**config.mk**
```make
export PLATFORM = sky130hd
export DESIGN_NAME = line_printer_word_controller_core_flat
export DESIGN_NICKNAME = d
export VERILOG_FILES = /design/src/lpwc_pkg.sv /design/src/lpwc_ifs.sv /design/src/line_printer_word_controller_core.sv /design/src/flat_wrapper.sv
export SDC_FILE = /design/constraint.sdc
export NUM_CORES = 1
export LEC_CHECK = 0
export ABC_CLOCK_PERIOD_IN_PS = 8700
export BUFFER_PORTS_ARGS = -buffer_cell sky130_fd_sc_hd__clkbuf_2
export CAP_MARGIN = 25
export CORE_MARGIN = 4
export CORE_UTILIZATION = 54
export DETAILED_ROUTE_END_ITERATION = 16
export PLACE_DENSITY = 0.8
export RECOVER_POWER = 50
export SLEW_MARGIN = 20
export SYNTH_ARGS = -nofsm -noshare
export SYNTH_HDL_FRONTEND = slang
export SYNTH_SLANG_ARGS = --single-unit
```
**constraint.sdc**
```tcl
create_clock -name clk -period 8.7 [get_ports clk]
set_clock_uncertainty 0.05 [all_clocks]
set_input_delay 0.87 -clock clk [delete_from_list [all_inputs] [get_ports clk]]
set_output_delay 0.87 -clock clk [all_outputs]
set_load 0.03 [all_outputs]
```
**src/lpwc_pkg.sv**
```systemverilog
// shared constants and types for the line printer word controller
`default_nettype none

package lpwc_pkg;

    localparam int CHAR_W     = 7;
    localparam int WORD_W     = 36;
    localparam int STATUS_W   = 12;
    localparam int LEVEL_W    = 3;
    localparam int REQ_W      = 3;
    localparam int NUM_CHARS  = 5;
    localparam int LEFT_W     = 21;
    localparam int RIGHT_W    = 14;
    localparam int POS_W      = 3;

    localparam logic [REQ_W-1:0] REQ_STATUS_READ  = 3'd0;
    localparam logic [REQ_W-1:0] REQ_CONTROL_WR   = 3'd1;
    localparam logic [REQ_W-1:0] REQ_DATA_WR      = 3'd2;
    localparam logic [REQ_W-1:0] REQ_DATA_READ    = 3'd3;
    localparam logic [REQ_W-1:0] REQ_PRINT_TICK   = 3'd4;
    localparam logic [REQ_W-1:0] REQ_ATTACH       = 3'd5;
    localparam logic [REQ_W-1:0] REQ_DETACH       = 3'd6;

    localparam int CTL_DONE_BIT  = 6;
    localparam int CTL_BUSY_BIT  = 7;
    localparam int CTL_CLEAR_BIT = 10;
    localparam int ERR_LEVEL_LSB = 3;

    localparam logic [CHAR_W-1:0] CHAR_LC_A   = 7'h61;
    localparam logic [CHAR_W-1:0] CHAR_LC_Z   = 7'h7a;
    localparam logic [CHAR_W-1:0] CASE_OFFSET = 7'h20;

    typedef logic [CHAR_W-1:0] char_t;
    typedef logic [LEVEL_W-1:0] level_t;

    function automatic char_t fold_case(input char_t c, input logic upper);
        char_t r;
        r = c;
        if (upper && c >= CHAR_LC_A && c <= CHAR_LC_Z)
        begin
            r = c - CASE_OFFSET;
        end
        return r;
    endfunction

endpackage

`default_nettype wire

```
**src/lpwc_ifs.sv**
```systemverilog
// request, result and configuration channel interfaces
`default_nettype none

interface lpwc_in_if;
    logic                       valid;
    logic                       ready;
    logic [lpwc_pkg::REQ_W-1:0]  req_type;
    logic [lpwc_pkg::WORD_W-1:0] bus_data;
    logic [lpwc_pkg::POS_W-1:0]  fault_pos;

    modport source (output valid, output req_type, output bus_data, output fault_pos,
                    input ready);
    modport sink (input valid, input req_type, input bus_data, input fault_pos,
                  output ready);
endinterface

interface lpwc_out_if;
    logic                         valid;
    logic                         ready;
    logic [lpwc_pkg::STATUS_W-1:0] read_data;
    logic                         char_valid;
    logic [lpwc_pkg::CHAR_W-1:0]   print_char;
    logic                         irq_request;
    logic [lpwc_pkg::LEVEL_W-1:0]  irq_level;
    logic                         last;

    modport source (output valid, output read_data, output char_valid, output print_char,
                    output irq_request, output irq_level, output last, input ready);
    modport sink (input valid, input read_data, input char_valid, input print_char,
                  input irq_request, input irq_level, input last, output ready);
endinterface

interface lpwc_cfg_if;
    logic valid;
    logic ready;
    logic uppercase_mode;

    modport source (output valid, output uppercase_mode, input ready);
    modport sink (input valid, input uppercase_mode, output ready);
endinterface

`default_nettype wire

```
**src/line_printer_word_controller_core.sv**
```systemverilog
// top level: register accesses, print unpack and result sequencing
// the first result is offered in the cycle after a request is accepted
// a request that prints n characters yields n+1 results, one per cycle while the output is ready
// a new request is taken in the cycle the previous one's last result leaves
// throughput: one request per cycle when no characters are printed and the output is ready
// reset clears flags, levels, held word, interrupt state and uppercase mode
`default_nettype none

module line_printer_word_controller_core (
    input  wire logic   clk,
    input  wire logic   rst_n,
    lpwc_in_if.sink     in_ch,
    lpwc_out_if.source  out_ch,
    lpwc_cfg_if.sink    cfg
);
    import lpwc_pkg::*;

    // controller state
    logic                  upper_reg;
    level_t                done_level_reg, done_level_next;
    level_t                err_level_reg, err_level_next;
    logic                  done_flag_reg, done_flag_next;
    logic                  busy_flag_reg, busy_flag_next;
    logic                  err_flag_reg, err_flag_next;
    logic [LEFT_W-1:0]     left_reg, left_next;
    logic [RIGHT_W-1:0]    right_reg, right_next;
    logic                  armed_reg, armed_next;
    logic                  attached_reg, attached_next;
    logic                  irq_reg, irq_next;
    level_t                irq_level_reg, irq_level_next;

    // result buffer
    logic                  buf_valid_reg;
    logic [NUM_CHARS-1:0]  mask_reg, mask_next;
    char_t                 chars_reg [NUM_CHARS];
    char_t                 chars_next [NUM_CHARS];
    logic                  pre_irq_reg;
    level_t                pre_level_reg;
    logic                  post_irq_reg;
    level_t                post_level_reg;
    logic [STATUS_W-1:0]   rd_reg, rd_next;

    logic                  in_fire;
    logic                  out_fire;
    logic [STATUS_W-1:0]   status;
    char_t                 raw [NUM_CHARS];
    logic [NUM_CHARS-1:0]  nz;
    logic [POS_W-1:0]      rank [NUM_CHARS];
    logic                  fault;
    logic [POS_W-1:0]      sel;
    logic [NUM_CHARS-1:0]  mask_cleared;

    assign cfg.ready   = 1'b1;
    assign in_ch.ready = !buf_valid_reg || (out_ch.ready && mask_reg == '0);
    assign in_fire     = in_ch.valid && in_ch.ready;
    assign out_fire    = out_ch.valid && out_ch.ready;

    assign status = {1'b0, !upper_reg, 1'b0, err_flag_reg || !attached_reg,
                     busy_flag_reg, done_flag_reg, err_level_reg, done_level_reg};

    // unpack the held word and rank the nonzero characters
    always_comb
    begin
        logic [POS_W-1:0] cnt;
        raw[0] = left_reg[20:14];
        raw[1] = left_reg[13:7];
        raw[2] = left_reg[6:0];
        raw[3] = right_reg[13:7];
        raw[4] = right_reg[6:0];
        cnt = '0;
        for (int i = 0; i < NUM_CHARS; i++)
        begin
            nz[i]   = raw[i] != '0;
            rank[i] = cnt;
            cnt     = cnt + POS_W'(nz[i]);
        end
        fault = cnt > in_ch.fault_pos;
    end

    // next state for one request
    always_comb
    begin
        done_level_next = done_level_reg;
        err_level_next  = err_level_reg;
        done_flag_next  = done_flag_reg;
        busy_flag_next  = busy_flag_reg;
        err_flag_next   = err_flag_reg;
        left_next       = left_reg;
        right_next      = right_reg;
        armed_next      = armed_reg;
        attached_next   = attached_reg;
        irq_next        = irq_reg;
        irq_level_next  = irq_level_reg;
        mask_next       = '0;
        rd_next         = '0;
        for (int i = 0; i < NUM_CHARS; i++)
        begin
            chars_next[i] = fold_case(raw[i], upper_reg);
        end

        case (in_ch.req_type)
            REQ_STATUS_READ:
            begin
                rd_next = status;
            end
            REQ_CONTROL_WR:
            begin
                irq_next        = 1'b0;
                irq_level_next  = '0;
                done_level_next = in_ch.bus_data[LEVEL_W-1:0];
                err_level_next  = in_ch.bus_data[ERR_LEVEL_LSB +: LEVEL_W];
                done_flag_next  = in_ch.bus_data[CTL_DONE_BIT];
                busy_flag_next  = in_ch.bus_data[CTL_BUSY_BIT];
                err_flag_next   = 1'b0;
                if (in_ch.bus_data[CTL_CLEAR_BIT])
                begin
                    left_next      = '0;
                    right_next     = '0;
                    busy_flag_next = 1'b1;
                    armed_next     = 1'b1;
                end
                if (!attached_reg && err_level_next != '0)
                begin
                    irq_next       = 1'b1;
                    irq_level_next = err_level_next;
                end
                if (done_flag_next && done_level_next != '0)
                begin
                    irq_next       = 1'b1;
                    irq_level_next = done_level_next;
                end
            end
            REQ_DATA_WR:
            begin
                if (!busy_flag_reg)
                begin
                    left_next      = in_ch.bus_data[35:15];
                    right_next     = in_ch.bus_data[14:1];
                    busy_flag_next = 1'b1;
                    done_flag_next = 1'b0;
                    irq_next       = 1'b0;
                    irq_level_next = '0;
                    armed_next     = 1'b1;
                end
            end
            REQ_DATA_READ:
            begin
            end
            REQ_PRINT_TICK:
            begin
                if (armed_reg)
                begin
                    armed_next = 1'b0;
                    if (!attached_reg)
                    begin
                        err_flag_next = 1'b1;
                    end
                    else
                    begin
                        for (int i = 0; i < NUM_CHARS; i++)
                        begin
                            mask_next[i] = nz[i] && (rank[i] < in_ch.fault_pos);
                        end
                        if (fault)
                        begin
                            err_flag_next = 1'b1;
                            if (err_level_reg != '0)
                            begin
                                irq_next       = 1'b1;
                                irq_level_next = err_level_reg;
                            end
                        end
                        else
                        begin
                            busy_flag_next = 1'b0;
                            done_flag_next = 1'b1;
                            if (done_level_reg != '0)
                            begin
                                irq_next       = 1'b1;
                                irq_level_next = done_level_reg;
                            end
                        end
                    end
                end
            end
            REQ_ATTACH:
            begin
                attached_next  = 1'b1;
                err_flag_next  = 1'b0;
                irq_next       = 1'b0;
                irq_level_next = '0;
            end
            REQ_DETACH:
            begin
                err_flag_next = 1'b1;
                if (err_level_reg != '0)
                begin
                    irq_next       = 1'b1;
                    irq_level_next = err_level_reg;
                end
                attached_next = 1'b0;
            end
            default:
            begin
            end
        endcase
    end

    // lowest pending character in the buffer
    always_comb
    begin
        sel = '0;
        for (int i = NUM_CHARS - 1; i >= 0; i--)
        begin
            if (mask_reg[i])
            begin
                sel = POS_W'(i);
            end
        end
        mask_cleared      = mask_reg;
        mask_cleared[sel] = 1'b0;
    end

    always_comb
    begin
        out_ch.valid = buf_valid_reg;
        if (mask_reg != '0)
        begin
            out_ch.read_data   = '0;
            out_ch.char_valid  = 1'b1;
            out_ch.print_char  = chars_reg[sel];
            out_ch.irq_request = pre_irq_reg;
            out_ch.irq_level   = pre_level_reg;
            out_ch.last        = 1'b0;
        end
        else
        begin
            out_ch.read_data   = rd_reg;
            out_ch.char_valid  = 1'b0;
            out_ch.print_char  = '0;
            out_ch.irq_request = post_irq_reg;
            out_ch.irq_level   = post_level_reg;
            out_ch.last        = 1'b1;
        end
    end

    always_ff @(posedge clk or negedge rst_n)
    begin
        if (!rst_n)
        begin
            upper_reg      <= 1'b0;
            done_level_reg <= '0;
            err_level_reg  <= '0;
            done_flag_reg  <= 1'b0;
            busy_flag_reg  <= 1'b0;
            err_flag_reg   <= 1'b0;
            left_reg       <= '0;
            right_reg      <= '0;
            armed_reg      <= 1'b0;
            attached_reg   <= 1'b0;
            irq_reg        <= 1'b0;
            irq_level_reg  <= '0;
            buf_valid_reg  <= 1'b0;
            mask_reg       <= '0;
        end
        else
        begin
            if (cfg.valid && cfg.ready)
            begin
                upper_reg <= cfg.uppercase_mode;
            end
            if (in_fire)
            begin
                done_level_reg <= done_level_next;
                err_level_reg  <= err_level_next;
                done_flag_reg  <= done_flag_next;
                busy_flag_reg  <= busy_flag_next;
                err_flag_reg   <= err_flag_next;
                left_reg       <= left_next;
                right_reg      <= right_next;
                armed_reg      <= armed_next;
                attached_reg   <= attached_next;
                irq_reg        <= irq_next;
                irq_level_reg  <= irq_level_next;
                buf_valid_reg  <= 1'b1;
                mask_reg       <= mask_next;
            end
            else if (out_fire)
            begin
                if (mask_reg != '0)
                begin
                    mask_reg <= mask_cleared;
                end
                else
                begin
                    buf_valid_reg <= 1'b0;
                end
            end
        end
    end

    // result payload
    always_ff @(posedge clk)
    begin
        if (in_fire)
        begin
            for (int i = 0; i < NUM_CHARS; i++)
            begin
                chars_reg[i] <= chars_next[i];
            end
            pre_irq_reg    <= irq_reg;
            pre_level_reg  <= irq_level_reg;
            post_irq_reg   <= irq_next;
            post_level_reg <= irq_level_next;
            rd_reg         <= rd_next;
        end
    end

endmodule

`default_nettype wire
```
**src/flat_wrapper.sv**
```systemverilog
// flat-port wrapper written by rule: the top's interface ports become plain ports
module line_printer_word_controller_core_flat import lpwc_pkg::*;
  (clk, rst_n, in_ch_valid, in_ch_req_type, in_ch_bus_data, in_ch_fault_pos, in_ch_ready, out_ch_valid, out_ch_read_data, out_ch_char_valid, out_ch_print_char, out_ch_irq_request, out_ch_irq_level, out_ch_last, out_ch_ready, cfg_valid, cfg_uppercase_mode, cfg_ready);
  lpwc_in_if in_ch_i ();
  lpwc_out_if out_ch_i ();
  lpwc_cfg_if cfg_i ();
  input  wire logic clk;
  input  wire logic rst_n;
  input wire logic [$bits(in_ch_i.valid)-1:0] in_ch_valid;
  input wire logic [$bits(in_ch_i.req_type)-1:0] in_ch_req_type;
  input wire logic [$bits(in_ch_i.bus_data)-1:0] in_ch_bus_data;
  input wire logic [$bits(in_ch_i.fault_pos)-1:0] in_ch_fault_pos;
  output wire logic [$bits(in_ch_i.ready)-1:0] in_ch_ready;
  output wire logic [$bits(out_ch_i.valid)-1:0] out_ch_valid;
  output wire logic [$bits(out_ch_i.read_data)-1:0] out_ch_read_data;
  output wire logic [$bits(out_ch_i.char_valid)-1:0] out_ch_char_valid;
  output wire logic [$bits(out_ch_i.print_char)-1:0] out_ch_print_char;
  output wire logic [$bits(out_ch_i.irq_request)-1:0] out_ch_irq_request;
  output wire logic [$bits(out_ch_i.irq_level)-1:0] out_ch_irq_level;
  output wire logic [$bits(out_ch_i.last)-1:0] out_ch_last;
  input wire logic [$bits(out_ch_i.ready)-1:0] out_ch_ready;
  input wire logic [$bits(cfg_i.valid)-1:0] cfg_valid;
  input wire logic [$bits(cfg_i.uppercase_mode)-1:0] cfg_uppercase_mode;
  output wire logic [$bits(cfg_i.ready)-1:0] cfg_ready;
  assign in_ch_i.valid = in_ch_valid;
  assign in_ch_i.req_type = in_ch_req_type;
  assign in_ch_i.bus_data = in_ch_bus_data;
  assign in_ch_i.fault_pos = in_ch_fault_pos;
  assign in_ch_ready = in_ch_i.ready;
  assign out_ch_valid = out_ch_i.valid;
  assign out_ch_read_data = out_ch_i.read_data;
  assign out_ch_char_valid = out_ch_i.char_valid;
  assign out_ch_print_char = out_ch_i.print_char;
  assign out_ch_irq_request = out_ch_i.irq_request;
  assign out_ch_irq_level = out_ch_i.irq_level;
  assign out_ch_last = out_ch_i.last;
  assign out_ch_i.ready = out_ch_ready;
  assign cfg_i.valid = cfg_valid;
  assign cfg_i.uppercase_mode = cfg_uppercase_mode;
  assign cfg_ready = cfg_i.ready;
  line_printer_word_controller_core u_core (.clk(clk), .rst_n(rst_n), .in_ch(in_ch_i), .out_ch(out_ch_i), .cfg(cfg_i));
endmodule
```
Word level (Yosys, flattened, before mapping). Memory sizes are Yosys's and may differ from the RTL's. Cells that the tools add are included.

Add/sub/neg operators: 9. Magnitude comparators: 18. Eq/ne operators: 12. Muxes and demuxes: 71. Bitwise logic cells: 2. Reduce and logical (&&, ||, !) cells: 54.

Operators by type and width (number): 2-to-1 mux 21 bit (2); 2-to-1 mux 3 bit (14); 2-to-1 mux 7 bit (6); case mux 21 bit (2 select lines) (1); greater-or-equal comparator 7 bit, second input constant (5); <= comparator 7 bit, second input constant (5); nonzero test 7 bit (5); subtractor 7 x 6 -> 7 bit, second input constant (5); 2-to-1 mux 1 bit (30); 2-to-1 mux 5 bit (6); 2-to-1 mux 14 bit (2); case mux 14 bit (2 select lines) (1); logical AND 1 bit (21); nonzero test 3 bit (6); case mux 3 bit (5 select lines) (1); 2-to-1 mux 12 bit (1); case mux 1 bit (3 select lines) (4); AND reduction 4 bit (3); adder 3 x 1 -> 3 bit (3); == test 3 bit, second input constant (3); < comparator 3 bit (3); AND reduction 2 bit (4); nonzero test 2 bit (4); inequality test 2 x 1 -> 1 bit, second input constant (3); other kinds (23) (28).

Flip-flop bits (word level): 77. Memory bits (writable): 35. Input bits: 48. Output and inout port bits: 28. Logic and storage cells: 187. Memories kept: 1.

Memories: u_core.chars_reg (words 5, bits a word 7, read ports 1, clocked after Yosys merged registers in 0, wr ports 5, RTL line line_printer_word_controller_core.sv:35) `char_t chars_reg [NUM_CHARS];`.

Depth between registers and ports, before layout. Gate-level depths: netlist of run 1.

Depth in word-level cells: 14. Gate-level depth with buffers: 16. Gate-level depth less buffers: 16.

Worst setup path before layout of run 1. OpenSTA, ideal clock, no wires.

Path kind: register to register. From: register u_core.left_reg[15]. To: register u_core.irq_reg. Library setup time: 125 ps. Arrival: 4274 ps. Data required time: 8525 ps. Setup slack: 4251 ps. Cell stages (with the launch flop): 17. Path buffers: 0. Period minus slack after synthesis: 4449 ps. Path through: dfrtp_1 -> or4_1 -> or4_1 -> xor2_1 -> ha_1 -> ha_1 -> inv_1 -> fa_1 -> inv_1 -> ha_1 -> xnor2_1 -> ha_1 -> and3b_1 -> o21ai_1 -> mux2i_1 -> a211o_1 -> mux2_2.

Cells in the longest elaborated chain, start to end: 10.

Ends and longest elaborated chain: start: declaration (RTL line line_printer_word_controller_core.sv:25) `logic [LEFT_W-1:0] left_reg, left_next;`; start signal: assignment (RTL line line_printer_word_controller_core.sv:279) `left_reg <= left_next;`; nonzero test 7 bit (RTL line line_printer_word_controller_core.sv:73) `nz[i] = raw[i] != '0;`; adder 1 x 1 -> 2 bit (RTL line line_printer_word_controller_core.sv:75) `cnt = cnt + POS_W'(nz[i]);`; adder 3 x 1 -> 3 bit (3 in series) (RTL line line_printer_word_controller_core.sv:75); greater-than comparator 3 bit (RTL line line_printer_word_controller_core.sv:77) `fault = cnt > in_ch.fault_pos;`; 2-to-1 mux 1 bit (RTL line line_printer_word_controller_core.sv:164) `if (fault)`; 2-to-1 mux 1 bit (RTL line line_printer_word_controller_core.sv:154) `if (!attached_reg)`; 2-to-1 mux 1 bit (RTL line line_printer_word_controller_core.sv:151) `if (armed_reg)`; case mux 1 bit (5 select lines) (RTL line line_printer_word_controller_core.sv:101) `case (in_ch.req_type)`; net u_core.irq_next (RTL line line_printer_word_controller_core.sv:29) `logic irq_reg, irq_next;`; end signal: assignment (RTL line line_printer_word_controller_core.sv:283) `irq_reg <= irq_next;`; end: declaration (RTL line line_printer_word_controller_core.sv:29).

The timed path passes the listed nets, and every way through them passes these cells. A chain may end at the register's enable or synchronous reset.

Worst setup path after layout of run 1. Same ends and word-level chain as after synthesis.

==> flow_summary.ini, run 1 <==
[timing]
slew_headroom_pct = -111
fin_setup_tns_ps = 0
rsz0062_at_grt = no
final_hold_viol_count = 0
timing.final.setup_violations = 0
max_clock_freq_mhz = 204
worst-slew-pin-transition_ps = 3170
final_min_period_over_clock_period_pct = 56.4
timing.final.max_slew_violations = 58
finalWorstPathRequiredPeriod_ps = 4900

[routing]
remaining_drc_errors = 0
drtAntennaViolNets = 0
route.vias.total = 4377
drt-vias-per-instance = 5.74
wl_mm = 13.1
dr.pass1.iters = 5
initialDrtViolationCount = 244
avgRoutedWirePerCell_um = 17.2

[worst_setup_path]
worst-r2r-setup-slack_ps = 3800
cpPeakStageDelay_ps = 570
worstSetupEndpointType = flip-flop
critPathSlowestCell = sky130_fd_sc_hd__or4_1
cp_top_family = adder cells
cp_num_buf_inv = 2
critPathKind = reg2reg
critical_path.reg2reg.endpoint = u_core.irq_reg$_DFFE_PN0P_
cp_max_fo = 6
regToRegStartpoint = u_core.left_reg[15]$_DFFE_PN0P_
critical_path.cell_chain = or4_1, or4_1, xor2_1, ha_1, ha_1, inv_1, fa_1, inv_1, ha_1, xnor2_1, ha_1, and3b_1, o21ai_1, mux2i_1, a211o_1, mux2_2
critical_path.startpoint_type = flip-flop
wp_data_required_ps = 8940
cell_with_the_most_instances_on_the_worst_path = sky130_fd_sc_hd__ha_1
worst_r2r_path_depth = 16
critical_path_arrival_ps = 5140

[logic_synthesis]
synth_sequential_area_ratio_pct = 52.6
yosys.cell_types.count = 68
synth_xor_area_share_pct = 0.916
synth_adder_area_share_pct = 4.28
synth_top_cell_by_area = sky130_fd_sc_hd__edfxtp_1
synthSimpleGateAreaFrac_pct = 16.0
dominantRegCellSynth = sky130_fd_sc_hd__dfrtp_1
yosys_synthesis_warning_count = 0
proportion_of_synthesized_flip_flops_having_asynchronous_set_or_reset_pct = 51.8
syn_area_um2 = 5740
synth_enable_flop_cells = 53
ys_ff_latch = 110
post-synth-top-count-cell = sky130_fd_sc_hd__nand2_1
synthesis.instances = 555
dominant_combinational_cell_family_by_area_after_synthesis = simple AND/OR/NAND/NOR gates
synth_top_cells_by_area = sky130_fd_sc_hd__edfxtp_1 (28%), sky130_fd_sc_hd__dfrtp_1 (25%), sky130_fd_sc_hd__nand2_1 (6.4%), sky130_fd_sc_hd__ha_1 (3.9%), sky130_fd_sc_hd__mux2_2 (3.9%)
ys_top_cells_by_count = sky130_fd_sc_hd__nand2_1 (98), sky130_fd_sc_hd__dfrtp_1 (57), sky130_fd_sc_hd__edfxtp_1 (53)
synth-compound-area-share_pct = 15.2
synthesis.area_per_instance_um2 = 10.3
synth.mux.area_fraction_pct = 6.72
yosys.area.top_type_share_pct = 27.7

[clock_network]
hold_bufs_inserted_after_cts = 0
clk_transition_reported_paths_ps = 110
cts_buffers = 9
cts_num_sinks = 110
clock-root-buffer = sky130_fd_sc_hd__clkbuf_8
ctsHtreeMaxLevel = 3
clock_insertion_delay_worst_skew_ps = 400
post_cts.resized_instances = 0
clock_path_buffers = 2
setup_repair_bufs_after_cts = 0
clock_tree_from_tritoncts = yes

[grt]
grt_antenna_before_repair = 0
grt_overflow = 0
grt.total_usage_pct = 22.3
maximum_number_of_pins_on_one_net_before_global_route_repair = 65
first_global_vias = 4389
grt_first_pass_wirelength_mm = 22.1

[run_status]
run_status = finished, violations left
failed_checks = max-capacitance violations, max-slew violations

[flow_run]
cap_violations = 1

[power_and_ir_drop]
irDropWorstVdd_mv = 0.118
power.leakage_nw = 2.77
combPwrFrac_pct = 26.8
power.clock.fraction_pct = 22.6
cellInternalPower_w = 0.000850
p_sw_share_pct = 34.1
p_seq_share_pct = 50.6
p_per_area_nw_per_um2 = 203
netSwitchingPower_w = 0.000439

[final_layout]
fraction_of_final_layout_cells_sized_beyond_drive_strength_1_pct = 19.5
area.growth.synth_to_final_pct = 10.8
layout.cells.non_filler = 763
largest_reg_flops = 35
multi_input_area_um2 = 2460
antenna_cells_inserted = 0
layout.area.seq_um2 = 3020
finalNetCount = 689
final.fill_count = 818

[place]
detailed_place_hpwl_mm = 9.70
portBuffers = 72
placed_cells = 747
gp_routability_congestion = 0.910

[die]
placeableCoreArea_um2 = 10300
die_width_um = 111
initial_utilization_pct = 55.6
rows = 37
boundaryPins = 76
design.die.area_um2 = 12300
die_height_um = 111

[min_path]
worstHoldPathType = reg2reg
worstHoldStart = u_core.right_reg[10]$_DFFE_PN0P_
holdPathStages = 0
min_delay_worst_endpoint = u_core.chars_reg[3][3]$_DFFE_PP_
## stage by stage
step           total power [W]  utilization (%)  cell area (um^2)  hold WS, ps  setup slack [ps]
6_report               0.00129             61.6              6360          447              3800
5_1_grt                0.00138             61.6              6360          466              3560
4_1_cts                0.00130             61.9              6390          448              3850
3_5_place_dp           0.00101             60.2              6210          429              3890
3_3_place_gp          0.000979             60.0              6190          422              3970
2_1_floorplan         0.000898                -              5740          393              4250
## power groups by stage
stage / Sequential [W] / Combinational (W) / Clock [W]
after floorplan: 0.000643 / 0.000255 / 0
after global placement: 0.000658 / 0.000321 / 0
after detailed placement: 0.000661 / 0.000347 / 0
after CTS: 0.000651 / 0.000350 / 0.000297
after global routing: 0.000658 / 0.000400 / 0.000323
final: 0.000652 / 0.000346 / 0.000291
## cell type report
class / count / area share [%]
inverters: 31 / 1.83
clock buffers: 10 / 2.01
well taps: 136 / 2.68
clock inverters: 6 / 0.827
multi-input cells: 392 / 38.7
repair buffers: 78 / 6.48
flip-flops and latches: 110 / 47.5
## cell families after synthesis
group	after synthesis
adder cells (fa/ha/maj)	19
XOR/XNOR	6
other	2
buffers and inverters	54
AND/OR/NAND/NOR	195
flip-flops	110
AO/OA/AOI/OAI	136
multiplexers	33
## worst max-delay path by stage
| stage | startpoint | end | slack [ps] | depth (start not counted) |
|---|---|---|---|---|
| after floorplan | u_core.left_reg[15]$_DFFE_PN0P_ | u_core.irq_reg$_DFFE_PN0P_ | 4250 | 16 |
| after global placement | u_core.left_reg[15]$_DFFE_PN0P_ | u_core.irq_reg$_DFFE_PN0P_ | 3970 | 16 |
| after detailed placement | u_core.left_reg[15]$_DFFE_PN0P_ | u_core.irq_reg$_DFFE_PN0P_ | 3890 | 16 |
| after CTS | u_core.left_reg[15]$_DFFE_PN0P_ | u_core.irq_reg$_DFFE_PN0P_ | 3850 | 16 |
| after global routing | u_core.left_reg[15]$_DFFE_PN0P_ | u_core.irq_reg$_DFFE_PN0P_ | 3560 | 16 |
| final | u_core.left_reg[15]$_DFFE_PN0P_ | u_core.irq_reg$_DFFE_PN0P_ | 3800 | 16 |
## layout by cell type, fill, tap and decap left out, drive strengths merged, types with 4 or more instances in the layout
cell    synthesis  layout
ha             18      18
mux2           26      26
edfxtp         53      53
nor3           10      10
a31oi           8       8
clkbuf         15      83
o21ai          52      52
nor2           32      32
nand2         100     100
buf             8       5
and2           11      11
o211ai          4       4
a21oi          24      24
dfrtp          57      57
nor3b           5       5
o22ai           8       8
inv            31      34
or4             4       4
o32ai           6       6
xor2            4       4
mux2i           7       7
and3           10      10
nand3           5       5
## layer usage
| layer | part of all wire, % | track usage, % |
|---|---|---|
| met5 | 0 | 0 |
| met4 | 2.1 | 7.38 |
| met3 | 5.7 | 6.66 |
| met2 | 50 | 37.3 |
| met1 | 42 | 27.7 |
Power figures use the tool's default switching activity.
==> run 2: changes to the inputs <==
--- a/config.mk
+++ b/config.mk
@@ -5,7 +5,8 @@
 export SDC_FILE = /design/constraint.sdc
 export NUM_CORES = 1
 export LEC_CHECK = 0
-export ABC_CLOCK_PERIOD_IN_PS = 8700
+export ABC_AREA = 1
+export ABC_CLOCK_PERIOD_IN_PS = 4700
 export BUFFER_PORTS_ARGS = -buffer_cell sky130_fd_sc_hd__clkbuf_2
 export CAP_MARGIN = 25
 export CORE_MARGIN = 4
==> constraint.sdc (replaced) <==
create_clock -name clk -period 4.7 [get_ports clk]
set_clock_uncertainty 0.05 [all_clocks]
set_input_delay 0.47 -clock clk [delete_from_list [all_inputs] [get_ports clk]]
set_output_delay 0.47 -clock clk [all_outputs]
set_load 0.03 [all_outputs]
==> flow_summary.ini, run 2 <==
[routing]
drtAntennaViolNets = 0
wl_mm = 13.7
initialDrtViolationCount = 380
remaining_drc_errors = 0
route.vias.total = 4911
dr.pass1.iters = 5
avgRoutedWirePerCell_um = 15.5
drt-vias-per-instance = 5.56

[logic_synthesis]
ys_top_cells_by_count = sky130_fd_sc_hd__nand2_1 (116), sky130_fd_sc_hd__inv_1 (95), sky130_fd_sc_hd__nand3_1 (93)
dominantRegCellSynth = sky130_fd_sc_hd__dfrtp_1
post-synth-top-count-cell = sky130_fd_sc_hd__nand2_1
synth_sequential_area_ratio_pct = 51.9
synthSimpleGateAreaFrac_pct = 23.7
dominant_combinational_cell_family_by_area_after_synthesis = simple AND/OR/NAND/NOR gates
synth-compound-area-share_pct = 10.8
synth_top_cells_by_area = sky130_fd_sc_hd__edfxtp_1 (27%), sky130_fd_sc_hd__dfrtp_1 (25%), sky130_fd_sc_hd__nand3_1 (8.0%), sky130_fd_sc_hd__nand2_1 (7.5%), sky130_fd_sc_hd__inv_1 (6.1%)
synth.mux.area_fraction_pct = 0
synth_enable_flop_cells = 53
synth_adder_area_share_pct = 4.22
syn_area_um2 = 5810
synth_xor_area_share_pct = 0.603
yosys_synthesis_warning_count = 0
synthesis.instances = 676
yosys.area.top_type_share_pct = 27.4
synthesis.area_per_instance_um2 = 8.59
synth_top_cell_by_area = sky130_fd_sc_hd__edfxtp_1
proportion_of_synthesized_flip_flops_having_asynchronous_set_or_reset_pct = 51.8
yosys.cell_types.count = 35
ys_ff_latch = 110

[power_and_ir_drop]
power.clock.fraction_pct = 11.7
cellInternalPower_w = 0.00253
p_per_area_nw_per_um2 = 762
combPwrFrac_pct = 54.0
netSwitchingPower_w = 0.00235
p_seq_share_pct = 34.3
irDropWorstVdd_mv = 0.435
p_sw_share_pct = 48.2
power.leakage_nw = 2.92

[final_layout]
final.fill_count = 930
largest_reg_flops = 35
fraction_of_final_layout_cells_sized_beyond_drive_strength_1_pct = 12.2
mostFrequentLayoutCell = sky130_fd_sc_hd__nand2_1
layout.cells.non_filler = 884
antenna_cells_inserted = 0
area.growth.synth_to_final_pct = 10.2
mostFrequentLayoutCells = sky130_fd_sc_hd__nand2_1 (116), sky130_fd_sc_hd__nand3_1 (95), sky130_fd_sc_hd__inv_1 (94)
finalNetCount = 810

[place]
pre_cts_slack_ps = 761
gp_routability_congestion = 0.935
portBuffers = 72
placed_cells = 868
detailed_place_hpwl_mm = 10.2

[die]
rows = 37
placeableCoreArea_um2 = 10400
die_width_um = 112
boundaryPins = 76
design.die.area_um2 = 12500
die_height_um = 112
initial_utilization_pct = 55.8

[worst_setup_path]
critPathSlowestCell = sky130_fd_sc_hd__fa_1
critPathCapture = u_core.post_level_reg[0]$_DFFE_PP_
worst_r2r_path_depth = 21
critPathKind = reg2reg
regToRegStartpoint = u_core.left_reg[8]$_DFFE_PN0P_
cell_with_the_most_instances_on_the_worst_path = sky130_fd_sc_hd__nand2_1
worst-r2r-setup-slack_ps = 720
cp_max_fo = 6
critical_path_arrival_ps = 4050
worst-path-stages = 21
wp_data_required_ps = 4770
critical_path.cell_chain = nor2_1, nand2_1, nor2_1, nand2_1, nand2_1, inv_1, ha_1, ha_1, inv_1, fa_1, inv_1, ha_1, xnor2_1, ha_1, nand2_1, o21ai_0, nand2_1, inv_1, nand2_1, nand3_1, nand3_1
worstSetupEndpointType = flip-flop
cpPeakStageDelay_ps = 470
critical_path.reg2reg.endpoint = u_core.post_level_reg[0]$_DFFE_PP_
cp_top_family = adder cells
worstSetupStartpoint = u_core.left_reg[8]$_DFFE_PN0P_
critical_path.startpoint_type = flip-flop
cp_num_buf_inv = 4

[timing]
setup_slack_ps = 717
timing.final.max_slew_violations = 58
final_hold_viol_count = 0
fin_setup_tns_ps = 0
timing.final.setup_violations = 0
slew_headroom_pct = -110
worst-slew-pin-transition_ps = 3150
rsz0062_at_grt = no
max_clock_freq_mhz = 251
finalWorstPathRequiredPeriod_ps = 3980
final_min_period_over_clock_period_pct = 84.7

[grt]
grt_antenna_before_repair = 0
grt_overflow = 0
first_global_vias = 4723
grt_first_pass_wirelength_mm = 22.9
maximum_number_of_pins_on_one_net_before_global_route_repair = 58
grt.total_usage_pct = 22.5

[clock_network]
hold_bufs_inserted_after_cts = 0
clock_tree_from_tritoncts = yes
clock_insertion_delay_worst_skew_ps = 380
clock_path_buffers = 2
post_cts.resized_instances = 0
cts_buffers = 9
setup_repair_bufs_after_cts = 0
clk_transition_reported_paths_ps = 100
cts_num_sinks = 110
ctsHtreeMaxLevel = 3
clock-root-buffer = sky130_fd_sc_hd__clkbuf_8

[run_status]
failed_checks = max-capacitance violations, max-slew violations
run_status = finished, violations left

[min_path]
worstHoldPathType = in2reg

[flow_run]
cap_violations = 1
==> run 2: final cells by class <==
| type | count | area, um^2 | area share [%] |
|---|---|---|---|
| Multi-Input combinational cell | 447 | 2290 | 35.7 |
| Clock buffer | 11 | 131 | 2.05 |
| Inverter | 99 | 372 | 5.80 |
| Timing Repair Buffer | 76 | 369 | 5.76 |
| Sequential cell | 110 | 3020 | 47.1 |
| Clock inverter | 5 | 57.6 | 0.899 |
| Tap cell | 136 | 170 | 2.66 |
==> run 2: kinds of logic (layout without fill, tap and decap cells) <==
logic type,after synthesis,after routing
buffers and inverters,120,191
other,2,3
XOR/XNOR,4,4
flip-flops,110,110
AND/OR/NAND/NOR,305,305
adder cells (fa/ha/maj),19,19
AO/OA/AOI/OAI,116,116
==> run 2: metrics by stage <==
step                util [%]  hold WS (ps)  area, um^2  power [W]
finish                  61.5           238        6400    0.00488
global route            61.5           267        6400    0.00533
CTS                     61.8           211        6430    0.00486
detailed placement      60.0           385        6250    0.00429
global placement        60.0           385        6250    0.00416
floorplan                  -           124        5810    0.00356
==> run 2: worst min-delay path by stage <==
stage                                          startpoint                          endpoint  slack (ps)  depth (start not counted)
after CTS                                           rst_n   u_core.left_reg[12]$_DFFE_PN0P_         210                          2
after global placement    u_core.right_reg[7]$_DFFE_PN0P_  u_core.chars_reg[3][0]$_DFFE_PP_         390                          0
after detailed placement  u_core.right_reg[7]$_DFFE_PN0P_  u_core.chars_reg[3][0]$_DFFE_PP_         390                          0
final                                           cfg_valid      u_core.upper_reg$_DFFE_PN0P_         240                          2
after global routing                   in_ch_bus_data[16]    u_core.left_reg[1]$_DFFE_PN0P_         270                          3
after floorplan                                     rst_n      u_core.armed_reg$_DFFE_PN0P_         120                          0
==> run 2: routing by layer <==
| layer | global-route usage [%] | share of wire [%] |
|---|---|---|
| met1 | 30.8 | 43 |
| met3 | 3.75 | 6.4 |
| met4 | 6.57 | 1.4 |
| met2 | 37.3 | 49 |
| met5 | 0 | 0 |
==> run 2: power by group through the flow <==
stage	Combinational [W]	Sequential, W	Clock [W]
final	0.00264	0.00167	0.000570
after global routing	0.00299	0.00171	0.000630
after CTS	0.00262	0.00166	0.000578
after detailed placement	0.00261	0.00168	0
after global placement	0.00250	0.00167	0
after floorplan	0.00196	0.00160	0
==> run 2: worst register-to-register path: cells and delay by family, from the launching register on <==
family	cells	cell delay (ps)
buffers and inverters	4	300
DFF	1	410
xor gates and xnor gates	1	130
and+or+nand+nor	10	1080
AOI/OAI and AO/OA	1	340
adders and majority gates	5	1420
